File: src/hw/rtl/cst_pkg.sv
// Types, character codes and helpers shared by the tokenizer core files.
`timescale 1ns / 1ps
package cst_pkg;

  localparam int MAX_LEN_DEF = 1023;
  localparam int LEN_W       = 10;
  localparam int CHAR_W      = 16;
  localparam logic [LEN_W-1:0] LEN_SAT     = 10'd1023;
  localparam logic [LEN_W-1:0] MAX_VAL_RST = 10'd1023;

  localparam logic [CHAR_W-1:0] CH_LBRACE    = 16'h007B;
  localparam logic [CHAR_W-1:0] CH_RBRACE    = 16'h007D;
  localparam logic [CHAR_W-1:0] CH_SEMI      = 16'h003B;
  localparam logic [CHAR_W-1:0] CH_EQUALS    = 16'h003D;
  localparam logic [CHAR_W-1:0] CH_BACKSLASH = 16'h005C;
  localparam logic [CHAR_W-1:0] CH_NUL       = 16'h0000;
  localparam logic [CHAR_W-1:0] CH_SPACE     = 16'h0020;
  localparam logic [CHAR_W-1:0] CH_TAB       = 16'h0009;
  localparam logic [CHAR_W-1:0] CH_CR        = 16'h000D;
  localparam logic [CHAR_W-1:0] CH_LF        = 16'h000A;

  localparam logic REG_MAX_VALUE_LEN = 1'b0;

  typedef enum logic [2:0] {
    PH_SKIP   = 3'd0,
    PH_KEY    = 3'd1,
    PH_KEY_WS = 3'd2,
    PH_VAL_WS = 3'd3,
    PH_VAL    = 3'd4,
    PH_DONE   = 3'd5
  } phase_t;

  typedef enum logic [3:0] {
    ST_PARSING      = 4'd0,
    ST_ACCEPTED     = 4'd1,
    ST_KEY_BSLASH   = 4'd2,
    ST_KEY_SEMI     = 4'd3,
    ST_NUL          = 4'd4,
    ST_INNER_BRACE  = 4'd5,
    ST_UNCLOSED     = 4'd6,
    ST_NO_EQUALS    = 4'd7,
    ST_NO_VALUE     = 4'd8,
    ST_VALUE_LONG   = 4'd9
  } status_t;

  typedef enum logic [1:0] {
    ROLE_OTHER = 2'd0,
    ROLE_KEY   = 2'd1,
    ROLE_VALUE = 2'd2
  } role_t;

  typedef struct packed {
    phase_t  phase;
    logic    brace_open;
    logic    at_start;
    status_t final_status;
  } ctrl_t;

  typedef struct packed {
    role_t            role;
    logic             kend;
    logic             vend;
    logic [LEN_W-1:0] len;
    status_t          status;
  } result_t;

  function automatic logic is_blank(input logic [CHAR_W-1:0] c);
    return (c == CH_SPACE) || (c == CH_TAB) || (c == CH_CR) || (c == CH_LF);
  endfunction

endpackage

File: src/hw/rtl/cst_cfg.sv
// Configuration register file with its APB-style access port.
`timescale 1ns / 1ps
module cst_cfg
  import cst_pkg::*;
(
  input  logic             clk,
  input  logic             rst,
  input  logic             psel,
  input  logic             penable,
  input  logic             pwrite,
  input  logic [2:0]       paddr,
  input  logic [31:0]      pwdata,
  output logic [31:0]      prdata,
  output logic             pready,
  output logic [LEN_W-1:0] max_value_len
);

  logic wr_en;

  assign pready = 1'b1;
  assign wr_en  = psel && penable && pwrite && (paddr[2] == REG_MAX_VALUE_LEN);

  always_ff @(posedge clk) begin
    if (rst) begin
      max_value_len <= MAX_VAL_RST;
    end else if (wr_en) begin
      max_value_len <= pwdata[LEN_W-1:0];
    end
  end

  always_comb begin
    case (paddr[2])
      REG_MAX_VALUE_LEN: prdata = {{(32-LEN_W){1'b0}}, max_value_len};
      default:           prdata = 32'd0;
    endcase
  end

endmodule

File: src/hw/rtl/cst_step.sv
// Next-state and result logic for one character of the connection string.
`timescale 1ns / 1ps
module cst_step
  import cst_pkg::*;
#(
  parameter int MAX_LEN = MAX_LEN_DEF,
  parameter int CW      = $clog2(MAX_LEN + 2)
) (
  input  ctrl_t             cur,
  input  logic [CW-1:0]     count,
  input  logic [CHAR_W-1:0] char_code,
  input  logic              last_char,
  input  logic [LEN_W-1:0]  max_value_len,
  output ctrl_t             nxt,
  output logic [CW-1:0]     count_next,
  output result_t           res
);

  function automatic logic [LEN_W-1:0] sat_len(input logic [CW-1:0] c);
    return (32'(c) > 32'(LEN_SAT)) ? LEN_SAT : LEN_W'(c);
  endfunction

  function automatic logic too_long(input logic [CW-1:0] c, input logic [LEN_W-1:0] lim);
    return (32'(c) > 32'(lim)) || (32'(c) > 32'(MAX_LEN));
  endfunction

  logic          do_key;
  logic          do_val;
  logic          first;
  logic          blank;
  logic [CW-1:0] cnt;

  always_comb begin
    nxt    = cur;
    cnt    = count;
    res    = '0;
    do_key = 1'b0;
    do_val = 1'b0;
    first  = 1'b0;
    blank  = is_blank(char_code);

    if (cur.final_status == ST_PARSING) begin
      case (cur.phase)
        PH_SKIP: begin
          if (blank || char_code == CH_SEMI) begin
          end else if (char_code == CH_NUL) begin
            nxt.final_status = ST_ACCEPTED;
          end else begin
            nxt.phase      = PH_KEY;
            cnt            = '0;
            nxt.brace_open = 1'b0;
            nxt.at_start   = 1'b1;
            do_key         = 1'b1;
          end
        end
        PH_KEY: do_key = 1'b1;
        PH_KEY_WS: begin
          if (blank) begin
          end else if (char_code == CH_EQUALS) begin
            nxt.phase = PH_VAL_WS;
          end else begin
            nxt.final_status = ST_NO_EQUALS;
          end
        end
        PH_VAL_WS: begin
          if (blank) begin
          end else if (char_code == CH_NUL) begin
            nxt.final_status = ST_NO_VALUE;
          end else begin
            nxt.phase      = PH_VAL;
            cnt            = '0;
            nxt.brace_open = 1'b0;
            nxt.at_start   = 1'b1;
            do_val         = 1'b1;
          end
        end
        PH_VAL: do_val = 1'b1;
        default: begin
        end
      endcase

      if (do_key) begin
        first        = nxt.at_start;
        nxt.at_start = 1'b0;
        if (char_code == CH_BACKSLASH) begin
          nxt.final_status = ST_KEY_BSLASH;
        end else if (blank || char_code == CH_EQUALS) begin
          if (nxt.brace_open) begin
            res.role = ROLE_KEY;
            if (32'(cnt) < 32'(MAX_LEN) + 1) cnt = cnt + CW'(1);
          end else begin
            res.kend  = 1'b1;
            res.len   = sat_len(cnt);
            nxt.phase = blank ? PH_KEY_WS : PH_VAL_WS;
          end
        end else if (char_code == CH_SEMI) begin
          if (nxt.brace_open) begin
            res.role = ROLE_KEY;
            if (32'(cnt) < 32'(MAX_LEN) + 1) cnt = cnt + CW'(1);
          end else begin
            nxt.final_status = ST_KEY_SEMI;
          end
        end else if (char_code == CH_NUL) begin
          nxt.final_status = ST_NUL;
        end else if (char_code == CH_LBRACE && first) begin
          nxt.brace_open = 1'b1;
        end else if (char_code == CH_LBRACE && nxt.brace_open) begin
          nxt.final_status = ST_INNER_BRACE;
        end else if (char_code == CH_RBRACE && nxt.brace_open) begin
          nxt.brace_open = 1'b0;
          res.kend       = 1'b1;
          res.len        = sat_len(cnt);
          nxt.phase      = PH_KEY_WS;
        end else begin
          res.role = ROLE_KEY;
          if (32'(cnt) < 32'(MAX_LEN) + 1) cnt = cnt + CW'(1);
        end
      end

      if (do_val) begin
        first        = nxt.at_start;
        nxt.at_start = 1'b0;
        if (char_code == CH_SEMI && !nxt.brace_open) begin
          res.len = sat_len(cnt);
          if (too_long(cnt, max_value_len)) nxt.final_status = ST_VALUE_LONG;
          else res.vend = 1'b1;
          nxt.phase = PH_SKIP;
        end else if (char_code == CH_NUL) begin
          if (nxt.brace_open) begin
            nxt.final_status = ST_NUL;
          end else begin
            res.len = sat_len(cnt);
            if (too_long(cnt, max_value_len)) nxt.final_status = ST_VALUE_LONG;
            else begin
              res.vend         = 1'b1;
              nxt.final_status = ST_ACCEPTED;
            end
          end
        end else if (char_code == CH_LBRACE && first) begin
          nxt.brace_open = 1'b1;
        end else if (char_code == CH_LBRACE && nxt.brace_open) begin
          nxt.final_status = ST_INNER_BRACE;
        end else if (char_code == CH_RBRACE && nxt.brace_open) begin
          nxt.brace_open = 1'b0;
          res.len        = sat_len(cnt);
          if (too_long(cnt, max_value_len)) nxt.final_status = ST_VALUE_LONG;
          else res.vend = 1'b1;
          nxt.phase = PH_SKIP;
        end else begin
          res.role = ROLE_VALUE;
          if (32'(cnt) < 32'(MAX_LEN) + 1) cnt = cnt + CW'(1);
        end
      end

      if (last_char && nxt.final_status == ST_PARSING) begin
        case (nxt.phase)
          PH_SKIP: nxt.final_status = ST_ACCEPTED;
          PH_KEY: begin
            if (nxt.brace_open) begin
              nxt.final_status = ST_UNCLOSED;
            end else begin
              res.kend         = 1'b1;
              res.len          = sat_len(cnt);
              nxt.final_status = ST_NO_EQUALS;
            end
          end
          PH_KEY_WS: nxt.final_status = ST_NO_EQUALS;
          PH_VAL_WS: nxt.final_status = ST_NO_VALUE;
          PH_VAL: begin
            if (nxt.brace_open) begin
              nxt.final_status = ST_UNCLOSED;
            end else begin
              res.len = sat_len(cnt);
              if (too_long(cnt, max_value_len)) nxt.final_status = ST_VALUE_LONG;
              else begin
                res.vend         = 1'b1;
                nxt.final_status = ST_ACCEPTED;
              end
            end
          end
          default: begin
          end
        endcase
      end

      if (nxt.final_status != ST_PARSING) nxt.phase = PH_DONE;
    end

    res.status = nxt.final_status;
    count_next = cnt;
  end

endmodule

File: src/hw/rtl/connection_string_tokenizer_core.sv
// Top level of the connection string tokenizer core.
`timescale 1ns / 1ps
// The block tokenizes a key=value; connection string that arrives as one
// 16-bit character per input transaction, with last_char set on the final one.
// Every input transaction produces exactly one output transaction carrying the
// character role, keyword and value end flags, the token length and the
// sticky status.
// Both channels use valid and ready. An accepted character is held in an input
// register; once the output register is free it is evaluated against the parser
// state and the result is written to the output register. One character is
// accepted per cycle while the receiver keeps taking results, with the single
// state update between the input register and the output register.
// When the receiver stalls, the output register holds its result and the input
// register holds one more character; in_ready then falls until out_ready rises.
// Reset clears the parser to the top-level skip state, empties both registers
// and sets max_value_len to 1023. The register is written through the APB
// port at byte address 0 and should only be changed while the block is idle.
// Once the status is nonzero, later characters report the same status only.
module connection_string_tokenizer_core
  import cst_pkg::*;
#(
  parameter int MAX_LEN = MAX_LEN_DEF
) (
  input  logic              clk,
  input  logic              rst,
  input  logic              in_valid,
  output logic              in_ready,
  input  logic [CHAR_W-1:0] char_code,
  input  logic              last_char,
  output logic              out_valid,
  input  logic              out_ready,
  output logic [1:0]        char_role,
  output logic              keyword_end,
  output logic              value_end,
  output logic [LEN_W-1:0]  token_length,
  output logic [3:0]        status,
  input  logic              psel,
  input  logic              penable,
  input  logic              pwrite,
  input  logic [2:0]        paddr,
  input  logic [31:0]       pwdata,
  output logic [31:0]       prdata,
  output logic              pready
);

  localparam int CW = $clog2(MAX_LEN + 2);

  logic              hold_valid;
  logic [CHAR_W-1:0] hold_char;
  logic              hold_last;
  logic              advance;
  ctrl_t             ctrl;
  ctrl_t             ctrl_next;
  logic [CW-1:0]     count;
  logic [CW-1:0]     count_next;
  result_t           res_next;
  result_t           res;
  logic [LEN_W-1:0]  max_value_len;

  cst_cfg u_cfg (
    .clk           (clk),
    .rst           (rst),
    .psel          (psel),
    .penable       (penable),
    .pwrite        (pwrite),
    .paddr         (paddr),
    .pwdata        (pwdata),
    .prdata        (prdata),
    .pready        (pready),
    .max_value_len (max_value_len)
  );

  cst_step #(
    .MAX_LEN (MAX_LEN),
    .CW      (CW)
  ) u_step (
    .cur           (ctrl),
    .count         (count),
    .char_code     (hold_char),
    .last_char     (hold_last),
    .max_value_len (max_value_len),
    .nxt           (ctrl_next),
    .count_next    (count_next),
    .res           (res_next)
  );

  assign advance  = hold_valid && (!out_valid || out_ready);
  assign in_ready = !hold_valid || advance;

  always_ff @(posedge clk) begin
    if (rst) begin
      hold_valid <= 1'b0;
    end else if (in_ready) begin
      hold_valid <= in_valid;
    end
  end

  always_ff @(posedge clk) begin
    if (in_ready && in_valid) begin
      hold_char <= char_code;
      hold_last <= last_char;
    end
  end

  always_ff @(posedge clk) begin
    if (rst) begin
      ctrl.phase        <= PH_SKIP;
      ctrl.brace_open   <= 1'b0;
      ctrl.at_start     <= 1'b1;
      ctrl.final_status <= ST_PARSING;
      count             <= '0;
    end else if (advance) begin
      ctrl  <= ctrl_next;
      count <= count_next;
    end
  end

  always_ff @(posedge clk) begin
    if (rst) begin
      out_valid <= 1'b0;
    end else if (advance) begin
      out_valid <= 1'b1;
    end else if (out_ready) begin
      out_valid <= 1'b0;
    end
  end

  always_ff @(posedge clk) begin
    if (advance) begin
      res <= res_next;
    end
  end

  assign char_role    = res.role;
  assign keyword_end  = res.kend;
  assign value_end    = res.vend;
  assign token_length = res.len;
  assign status       = res.status;

endmodule

File: config.mk
export PLATFORM = sky130hd
export DESIGN_NAME = connection_string_tokenizer_core
export DESIGN_NICKNAME = d
export VERILOG_FILES = /design/src/hw/rtl/cst_pkg.sv /design/src/hw/rtl/cst_cfg.sv /design/src/hw/rtl/cst_step.sv /design/src/hw/rtl/connection_string_tokenizer_core.sv
export SDC_FILE = /design/constraint.sdc
export NUM_CORES = 1
export LEC_CHECK = 0
export ABC_AREA = 1
export BUFFER_PORTS_ARGS = -buffer_cell sky130_fd_sc_hd__buf_2
export CAP_MARGIN = 5
export CORE_MARGIN = 1.5
export CORE_UTILIZATION = 56
export CTS_BUF_LIST = sky130_fd_sc_hd__clkbuf_16
export DETAILED_ROUTE_END_ITERATION = 7
export HOLD_SLACK_MARGIN = 0.12
export PLACE_DENSITY_LB_ADDON = 0.12
export SYNTH_ARGS = -nofsm -noshare
export SYNTH_HDL_FRONTEND = slang
export SYNTH_HIERARCHICAL = 1
export SYNTH_SLANG_ARGS = --single-unit
File: constraint.sdc
create_clock -name clk -period 9.6 [get_ports clk]
set_input_delay 1.92 -clock clk [delete_from_list [all_inputs] [get_ports clk]]
set_output_delay 1.92 -clock clk [all_outputs]
set_load 0.02 [all_outputs]
==> results.py, run 1 <==
metrics = {
    "synth": {
        "async_reset_ff_share_pct": 0,
        "ys_seq_area_share_pct": 26.7,
        "synth_top_family_by_area": "simple AND/OR/NAND/NOR gates",
        "syn_inst": 920,
        "synth_area_um2": 6330,
        "synth_adder_area_share_pct": 4.35,
        "synth_top_area_share_pct": 16.6,
        "yosys_register_bits": 67,
        "synth_compound_area_share_pct": 13.2,
        "ys_warn_count": 6,
        "synth_edf_count": 35,
        "yosysTopAreaCell": "edfxtp_1",
        "synthFlopType": "edfxtp_1",
        "yosys.area_share.simple_pct": 39.5,
        "ys_top_cells_by_count": "nand2_1, inv_1, nor2_1",
        "netlist_top_cells_area": "edfxtp_1, nand2_1, dfxtp_1, inv_1, nor2_1",
        "synth_xor_area_share_pct": 0.969,
        "synth.distinct_cells": 53,
        "muxShareOfSynthArea_pct": 0.158,
        "avgSynthCellArea_um2": 6.88,
        "synth.most_common_cell": "nand2_1",
    },
    "worst_setup_path": {
        "required_ns": 9.84,
        "critPathLaunchType": "register",
        "crit_type": "reg -> reg",
        "ff2ff_setup_slack_ns": 3.56,
        "reg2reg_depth": 40,
        "cpMostUsedCell": "nand2_1",
        "r2r_end": "ctrl[6]",
        "cp.arrival_ns": 6.28,
        "cp_max_fo": 13,
        "worstSetupEndpointType": "register",
        "slowest_stage": "xor2_1",
        "reg2reg_from": "hold_char[12]",
        "slowest_delay_ns": 0.44,
    },
    "drt": {
        "wl_met3_mm": 1.19,
        "num_vias": 5987,
        "top_layer_used": "met4",
        "wl_per_cell_um": 14.2,
        "firstDrtPassIters": 5,
        "met1_length_mm": 7.28,
        "antenna_left": 0,
        "drt_iter0_markers": 451,
        "wl_mm": 15.8,
        "drc": 0,
        "met2_length_mm": 6.89,
        "vias_per_cell": 5.37,
    },
    "power": {
        "power_density_nw_per_um2": 137,
        "peakVddDrop_v": 0.000182,
        "p_leak_nw": 3.48,
    },
    "global_routing": {
        "grt_max_degree": 42,
        "grt_pass1_vias": 5372,
        "grt-ovfl-total": 0,
        "grt_use_total_pct": 28.0,
        "antenna_found_initial": 0,
        "grt_pass1_wl_mm": 25.7,
    },
    "timing": {
        "skew_ns": 0.00645,
        "setup-violations-final": 0,
        "layout_setup_ws_ns": 3.56,
        "finalSetupTns_ns": 0,
        "fin_crit_ns": 6.04,
        "worst_pin_slew_ns": 1.16,
        "rsz0062_at_grt": "no",
        "maxSlewViolCount": 0,
        "finalHoldViolations": 0,
        "clock.fmax_mhz": 165,
        "relSlewSlack_pct": 22.2,
        "fin_crit_sh_pct": 63.0,
    },
    "place": {
        "placed_cell_area_um2": 6550,
        "io_buffers": 64,
        "post-place-ws_ns": 3.63,
        "dp.cells": 1098,
        "gp_congestion": 0.969,
        "dp_hpwl_mm": 12.3,
    },
    "final_layout": {
        "area_growth_pct": 7.91,
        "register_area_um2": 1690,
        "layout.nets": 1050,
        "final_cell_area_um2": 6830,
        "drive_gt1_share_pct": 22.6,
        "final_util_pct": 62.5,
        "antenna_cells": 0,
        "fillCellCount": 1092,
        "multi_input_area_um2": 3770,
        "fin_cells": 1114,
    },
    "clock_network": {
        "htreeDepth": 3,
        "cts_hold_buf": 0,
        "cts_tree": "built",
        "clockRootBuffer": "clkbuf_16",
        "insertion_delay_ns": 0.34,
        "cts.clk_slew.worst_paths_ns": 0.06,
        "cts.sinks": 67,
        "cts.repair.resized": 0,
        "clock_path_buffers": 2,
        "numCtsBuffers": 9,
        "post_cts.repair.setup_buffers": 0,
    },
    "floorplan": {
        "io_pins": 112,
        "die_h_um": 109,
        "dieArea_um2": 11900,
        "num_rows": 38,
        "start_util_pct": 57.9,
        "die_x_um": 109,
        "core_um2": 10900,
    },
    "hold_path": {
        "hold_end": "u_cfg/max_value_len[1]",
        "hold_path_depth": 2,
        "min_from": "u_cfg/max_value_len[1]",
        "hold_path_class": "reg -> reg",
    },
    "job": {
        "cap_violations": 0,
    },
    "status": {
        "status": "finished clean",
    },
}
[placed cells by master, fill, tap and decap left out, types with 3 or more instances in the layout]
| cell | instances |
|---|---|
| clkbuf_16 | 10 |
| inv_2 | 17 |
| ha_1 | 22 |
| a211oi_1 | 5 |
| clkinv_1 | 6 |
| o22ai_1 | 4 |
| or2_2 | 3 |
| nand2_1 | 208 |
| a21oi_1 | 37 |
| nand2_2 | 22 |
| o211ai_1 | 4 |
| o21ai_1 | 4 |
| inv_1 | 131 |
| nor3_2 | 6 |
| nor4_2 | 3 |
| nand3_2 | 24 |
| nand2_4 | 6 |
| nand3_1 | 65 |
| a21oi_2 | 20 |
| dfxtp_1 | 31 |
| conb_1 | 23 |
| nand3_4 | 5 |
| nor2_1 | 94 |
| nor2_2 | 16 |
| nand4_1 | 17 |
| o31ai_1 | 3 |
| o21ai_0 | 39 |
| nor3_1 | 4 |
| xor2_1 | 7 |
| edfxtp_1 | 35 |
| nor2_4 | 10 |
| buf_2 | 64 |
[worst max path at each step]
stage          slack (ns)          start  endpoint  cells past startpoint
2_1_floorplan        4.89   hold_char[0]   ctrl[7]                     43
3_5_place_dp         3.63  hold_char[12]   ctrl[6]                     40
3_3_place_gp         3.64  hold_char[11]   ctrl[6]                     40
4_1_cts              3.62  hold_char[12]   ctrl[6]                     40
6_report             3.56  hold_char[12]   ctrl[6]                     40
5_1_grt              2.88   hold_char[1]   ctrl[6]                     42
[logic make-up (layout without fill, tap and decap cells)]
family	count (synthesis)	count (layout)
compound gates	131	131
buf+inv	201	234
other cells	2	23
simple gates	489	489
fa+ha+maj	22	22
xor+xnor	7	7
mux	1	1
flops	67	67
[worst max-delay path: cells and delay by family, from the launching register on]
| family | cells | cell delay, ns |
|---|---|---|
| XOR/XNOR | 1 | 0.44 |
| AO/OA/AOI/OAI | 7 | 1.01 |
| adder cells (fa/ha/maj) | 1 | 0.35 |
| AND/OR/NAND/NOR | 25 | 3.17 |
| buffers and inverters | 6 | 0.56 |
| flip-flops | 1 | 0.38 |
[metrics by stage]
stage / hold WS (ns) / total power, mW
2_1_floorplan: 0.445 / 0.577
3_3_place_gp: 0.468 / 0.623
3_5_place_dp: 0.474 / 0.627
4_1_cts: 0.486 / 0.939
5_1_grt: 0.513 / 0.988
6_report: 0.482 / 0.935
[area by class of cell]
| cell class | count | share of cell area, % |
|---|---|---|
| sequential | 67 | 24.8 |
| clock inverter | 6 | 0.458 |
| inverter | 152 | 8.39 |
| clock buffer | 10 | 3.66 |
| multi-input combinational | 673 | 55.2 |
| timing repair buffer | 66 | 4.91 |
| tap | 140 | 2.56 |
[report_power, final]
| group | switching (mW) | leakage, nW | internal [mW] |
|---|---|---|---|
| clock | 0.120 | 0.151 | 0.188 |
| sequential | 0.0141 | 0.601 | 0.323 |
| combinational | 0.203 | 2.73 | 0.0864 |
[flip-flops by register name, summed over array words and instances (netlist names)]
register / flops
count: 11
value_end: 1
hold_valid: 1
out_valid: 1
keyword_end: 1
hold_last: 1
hold_char: 16
token_length: 10
u_cfg/max_value_len: 10
status: 4
char_role: 2
ctrl: 9
[layer usage]
layer  vias to the layer above  global-route usage [%]
met5                         -                       0
met4                         0                    10.8
met3                        37                    6.22
met2                       215                    42.9
met1                      2687                    38.3
li1                       3048                       -
(Power assumes the default switching activity.)
==> run 2: changes to the inputs <==
==> constraint.sdc (replaced) <==
create_clock -name clk -period 6.3 [get_ports clk]
set_input_delay 1.26 -clock clk [delete_from_list [all_inputs] [get_ports clk]]
set_output_delay 1.26 -clock clk [all_outputs]
set_load 0.02 [all_outputs]
==> results.py, run 2 (synthesis results as in run 1) <==
metrics = {
    "worst_setup_path": {
        "r2r_end": "ctrl[6]",
        "critPathLaunchType": "register",
        "reg2reg_depth": 44,
        "ff2ff_setup_slack_ns": 0.52,
        "slowest_stage": "edfxtp_1",
        "reg2reg_from": "hold_char[0]",
        "crit_type": "reg -> reg",
        "slowest_delay_ns": 0.42,
        "required_ns": 6.57,
        "worstSetupEndpointType": "register",
        "cp.arrival_ns": 6.05,
        "cpMostUsedCell": "nand2_1",
        "cp_max_fo": 8,
    },
    "timing": {
        "worst_hold_slack_ns": 0.478,
        "worst_pin_slew_ns": 1.14,
        "finalSetupTns_ns": 0,
        "layout_setup_ws_ns": 0.523,
        "setup-violations-final": 0,
        "finalHoldViolations": 0,
        "fin_crit_sh_pct": 91.7,
        "skew_ns": 0.00328,
        "fin_crit_ns": 5.78,
        "relSlewSlack_pct": 23.7,
        "clock.fmax_mhz": 173,
        "rsz0062_at_grt": "no",
        "maxSlewViolCount": 0,
    },
    "final_layout": {
        "final_util_pct": 63.7,
        "top_register": "hold_char",
        "area_growth_pct": 10.1,
        "fillCellCount": 1102,
        "final_common_cell": "nand2_1",
        "layout.nets": 1067,
        "register_area_um2": 1690,
        "reg.largest.list": "hold_char: 16 flops, count: 11 flops",
        "fin_cells": 1132,
        "drive_gt1_share_pct": 24.1,
        "largest_register_ffs": 16,
        "multi_input_area_um2": 3780,
        "layout_common_cells": "nand2_1, inv_1, nor2_1",
        "final_cell_area_um2": 6970,
    },
    "clock_network": {
        "clockRootBuffer": "clkbuf_16",
        "numCtsBuffers": 9,
        "clock_path_buffers": 2,
        "cts.clk_slew.worst_paths_ns": 0.06,
        "cts.sinks": 67,
        "cts_tree": "built",
        "htreeDepth": 3,
        "insertion_delay_ns": 0.33,
    },
    "floorplan": {
        "dieArea_um2": 11900,
        "die_x_um": 109,
        "core_um2": 10900,
        "io_pins": 112,
        "start_util_pct": 57.9,
        "num_rows": 38,
        "die_h_um": 109,
    },
    "drt": {
        "wl_mm": 15.4,
        "drt_iter0_markers": 412,
        "antenna_left": 0,
        "wl_per_cell_um": 13.6,
        "vias_per_cell": 5.27,
        "num_vias": 5965,
        "firstDrtPassIters": 6,
        "drc": 0,
    },
    "power": {
        "finalPower_mw": 1.44,
        "p_switching_uw": 532,
        "clkPwrFrac_pct": 32.6,
        "combinationalPowerShare_pct": 31.7,
        "power_density_nw_per_um2": 206,
        "seqPwrFrac_pct": 35.7,
        "p_leak_nw": 3.56,
        "peakVddDrop_v": 0.000170,
        "internal_power_uw": 905,
        "p_sw_share_pct": 37.0,
    },
    "global_routing": {
        "grt_use_total_pct": 27.0,
        "grt_pass1_vias": 5045,
        "grt_max_degree": 42,
        "grt_pass1_wl_mm": 24.9,
        "grt-ovfl-total": 0,
        "antenna_found_initial": 0,
    },
    "status": {
        "status": "finished clean",
    },
    "place": {
        "placed_cell_area_um2": 6630,
        "dp.cells": 1109,
        "dp_hpwl_mm": 12.1,
        "io_buffers": 64,
        "post-place-ws_ns": 0.576,
        "gp_congestion": 1.00,
    },
    "job": {
        "cap_violations": 0,
    },
    "hold_path": {
        "hold_end": "u_cfg/max_value_len[7]",
        "hold_path_class": "reg -> reg",
        "hold_path_depth": 2,
        "min_from": "u_cfg/max_value_len[7]",
    },
}
[run 2: worst max path at each step]
stage                        from      end  slack (ns)
floorplan            hold_char[0]  ctrl[7]        1.59
global placement    hold_char[13]  ctrl[6]        0.60
detailed placement  hold_char[11]  ctrl[6]        0.58
CTS                 hold_char[11]  ctrl[6]        0.55
global route         hold_char[6]  ctrl[6]        0.02
finish               hold_char[0]  ctrl[6]        0.52
[run 2: layout make-up]
class | instances | share of cell area [%]
inverters | 152 | 8.22
repair buffers | 83 | 6.64
diodes | 1 | 0.0359
flip-flops and latches | 67 | 24.3
multi-input cells | 673 | 54.3
clock buffers | 9 | 3.23
well taps | 140 | 2.51
clock inverters | 7 | 0.736
[run 2: power groups by stage]
stage	sequential [mW]	combinational, mW	clock [mW]
2_1_floorplan	0.528	0.351	0
3_3_place_gp	0.522	0.437	0
3_5_place_dp	0.523	0.441	0
4_1_cts	0.513	0.443	0.477
5_1_grt	0.517	0.507	0.496
6_report	0.513	0.455	0.469
[run 2: per-layer routing]
| layer | vias up | part of all wire (%) | GRT usage (%) | wire length [µm] |
|---|---|---|---|---|
| met5 | - | 0 | 0 | 0 |
| met4 | 0 | 0.98 | 7.70 | 151 |
| met3 | 11 | 7.3 | 4.21 | 1120 |
| met2 | 202 | 43 | 40.5 | 6610 |
| met1 | 2681 | 49 | 40.0 | 7500 |
| li1 | 3071 | - | - | - |
[run 2: what timing repair did]
action,4_1_cts,5_1_grt
setup buffers,0,6
hold buffers,0,0
resized for setup,0,3
endpoints found under the setup margin,0,3
[run 2: critical path, delay by kind of cell, from the launching register on]
kind	cells	cell delay (ns)
fa+ha+maj	2	0.47
buf+inv	7	0.58
simple gates	30	3.48
compound gates	5	0.74
flops	1	0.42
==> run 3: changes to the inputs <==
--- a/config.mk
+++ b/config.mk
@@ -14,6 +14,7 @@
 export DETAILED_ROUTE_END_ITERATION = 7
 export HOLD_SLACK_MARGIN = 0.12
 export PLACE_DENSITY_LB_ADDON = 0.12
+export REMOVE_ABC_BUFFERS = 1
 export SYNTH_ARGS = -nofsm -noshare
 export SYNTH_HDL_FRONTEND = slang
 export SYNTH_HIERARCHICAL = 1
==> results.py, run 3 (synthesis results as in run 1) <==
metrics = {
    "clock_network": {
        "htreeDepth": 3,
        "cts_tree": "built",
        "insertion_delay_ns": 0.34,
        "cts_hold_buf": 0,
        "cts.sinks": 67,
        "numCtsBuffers": 9,
        "clock_path_buffers": 2,
        "cts.clk_slew.worst_paths_ns": 0.06,
        "clockRootBuffer": "clkbuf_16",
    },
    "worst_setup_path": {
        "reg2reg_from": "hold_char[6]",
        "r2r_end": "ctrl[7]",
        "cp.arrival_ns": 5.87,
        "slowest_stage": "edfxtp_1",
        "cpMostUsedCell": "nand2_1",
        "slowest_delay_ns": 0.43,
        "cp_max_fo": 9,
        "critPathLaunchType": "register",
        "crit_type": "reg -> reg",
        "ff2ff_setup_slack_ns": 0.67,
        "reg2reg_depth": 41,
        "worstSetupEndpointType": "register",
        "required_ns": 6.53,
        "worstSetupStartpoint": "hold_char[6]",
    },
    "floorplan": {
        "io_pins": 112,
        "die_x_um": 109,
        "core_um2": 10900,
        "dieArea_um2": 11900,
        "start_util_pct": 57.9,
        "die_h_um": 109,
        "num_rows": 38,
    },
    "final_layout": {
        "reg.largest.list": "hold_char: 16 flops, count: 11 flops",
        "area_growth_pct": 10.6,
        "largest_register_ffs": 16,
        "antenna_cells": 0,
        "top_register": "hold_char",
        "drive_gt1_share_pct": 24.5,
        "final_common_cell": "nand2_1",
        "layout.nets": 1070,
        "final_cell_area_um2": 7000,
        "layout_common_cells": "nand2_1, inv_1, nor2_1",
        "fin_cells": 1134,
    },
    "timing": {
        "relSlewSlack_pct": 22.8,
        "setup-violations-final": 0,
        "fin_crit_ns": 5.63,
        "layout_setup_ws_ns": 0.667,
        "worst_pin_slew_ns": 1.15,
        "clock.fmax_mhz": 178,
        "finalHoldViolations": 0,
        "fin_crit_sh_pct": 89.4,
        "rsz0062_at_grt": "no",
        "skew_ns": 0.00829,
        "maxSlewViolCount": 0,
        "finalSetupTns_ns": 0,
    },
    "global_routing": {
        "grt-ovfl-total": 0,
        "grt_pass1_wl_mm": 26.0,
        "grt_max_degree": 42,
        "grt_pass1_vias": 5326,
        "antenna_found_initial": 0,
        "grt_use_total_pct": 28.3,
    },
    "place": {
        "gp_congestion": 0.977,
        "dp_hpwl_mm": 12.3,
        "placed_cell_area_um2": 6620,
        "io_buffers": 64,
        "post-place-ws_ns": 0.614,
        "dp.cells": 1108,
    },
    "status": {
        "status": "finished clean",
    },
    "power": {
        "p_switching_uw": 535,
        "internal_power_uw": 942,
        "peakVddDrop_v": 0.000172,
        "p_sw_share_pct": 36.2,
        "combinationalPowerShare_pct": 31.2,
        "p_leak_nw": 3.57,
        "seqPwrFrac_pct": 34.8,
        "clkPwrFrac_pct": 34.0,
        "power_density_nw_per_um2": 211,
    },
    "hold_path": {
        "hold_end": "ctrl[4]",
        "hold_path_depth": 2,
        "min_from": "ctrl[4]",
        "hold_path_class": "reg -> reg",
    },
    "drt": {
        "antenna_left": 0,
        "firstDrtPassIters": 5,
        "drc": 0,
        "drt_iter0_markers": 535,
        "wl_mm": 16.1,
        "num_vias": 6056,
        "vias_per_cell": 5.34,
        "wl_per_cell_um": 14.2,
    },
    "job": {
        "cap_violations": 0,
    },
}
-- run 3: changes by cell type in the layout (fill, tap and decap cells not counted), moves of 2 or more --
cell,change
buf_4,+3
inv_6,-3
nor2_2,+3
nor2_1,-2
-- run 3: worst max-delay path: cells and delay by family, from the launching register on --
family | cells | cell delay [ns]
DFF | 1 | 0.43
adders and majority gates | 2 | 0.48
buffers and inverters | 7 | 0.64
and+or+nand+nor | 25 | 2.99
AOI/OAI and AO/OA | 7 | 0.95
-- run 3: layout make-up --
class	count	area [µm²]
Clock buffer	9	225
Clock inverter	7	68.8
Fill cell	1054	3940
Inverter	152	573
Multi-Input combinational cell	673	3780
Sequential cell	67	1690
Tap cell	140	175
Timing Repair Buffer	86	485
-- run 3: routing by layer --
| layer | share of wire, % | vias to the layer above | GRT usage, % |
|---|---|---|---|
| met4 | 2.4 | 0 | 10.9 |
| met1 | 47 | 2707 | 40.6 |
| met5 | 0 | - | 0 |
| met2 | 42 | 235 | 41.6 |
| li1 | - | 3080 | - |
| met3 | 8.3 | 34 | 5.69 |
-- run 3: power by group through the flow --
| stage | sequential [mW] | combinational [mW] | clock [mW] |
|---|---|---|---|
| 2_1_floorplan | 0.533 | 0.312 | 0 |
| 3_3_place_gp | 0.522 | 0.437 | 0 |
| 3_5_place_dp | 0.523 | 0.442 | 0 |
| 4_1_cts | 0.514 | 0.444 | 0.511 |
| 5_1_grt | 0.518 | 0.512 | 0.531 |
| 6_report | 0.514 | 0.461 | 0.503 |
-- run 3: metrics by stage --
| step | total power [mW] | util (%) | hold WS (ns) |
|---|---|---|---|
| floorplan | 0.845 | - | 0.445 |
| global placement | 0.958 | 60.6 | 0.472 |
| detailed placement | 0.965 | 60.6 | 0.480 |
| CTS | 1.47 | 63.3 | 0.492 |
| global route | 1.56 | 64.0 | 0.509 |
| finish | 1.48 | 64.0 | 0.491 |
-- run 3: worst max path at each step --
stage	endpoint	slack, ns	cells after the start
global route	ctrl[7]	0.02	41
CTS	ctrl[6]	0.61	42
finish	ctrl[7]	0.67	41
global placement	ctrl[7]	0.64	41
detailed placement	ctrl[6]	0.61	42
floorplan	ctrl[7]	1.43	43
-- run 3: repair_timing --
| item | in CTS | in global routing |
|---|---|---|
| endpoints found under the setup margin | 0 | 3 |
| gates resized for setup | 0 | 3 |
| setup buffers | 0 | 10 |
| hold endpoints to repair | 0 | 0 |
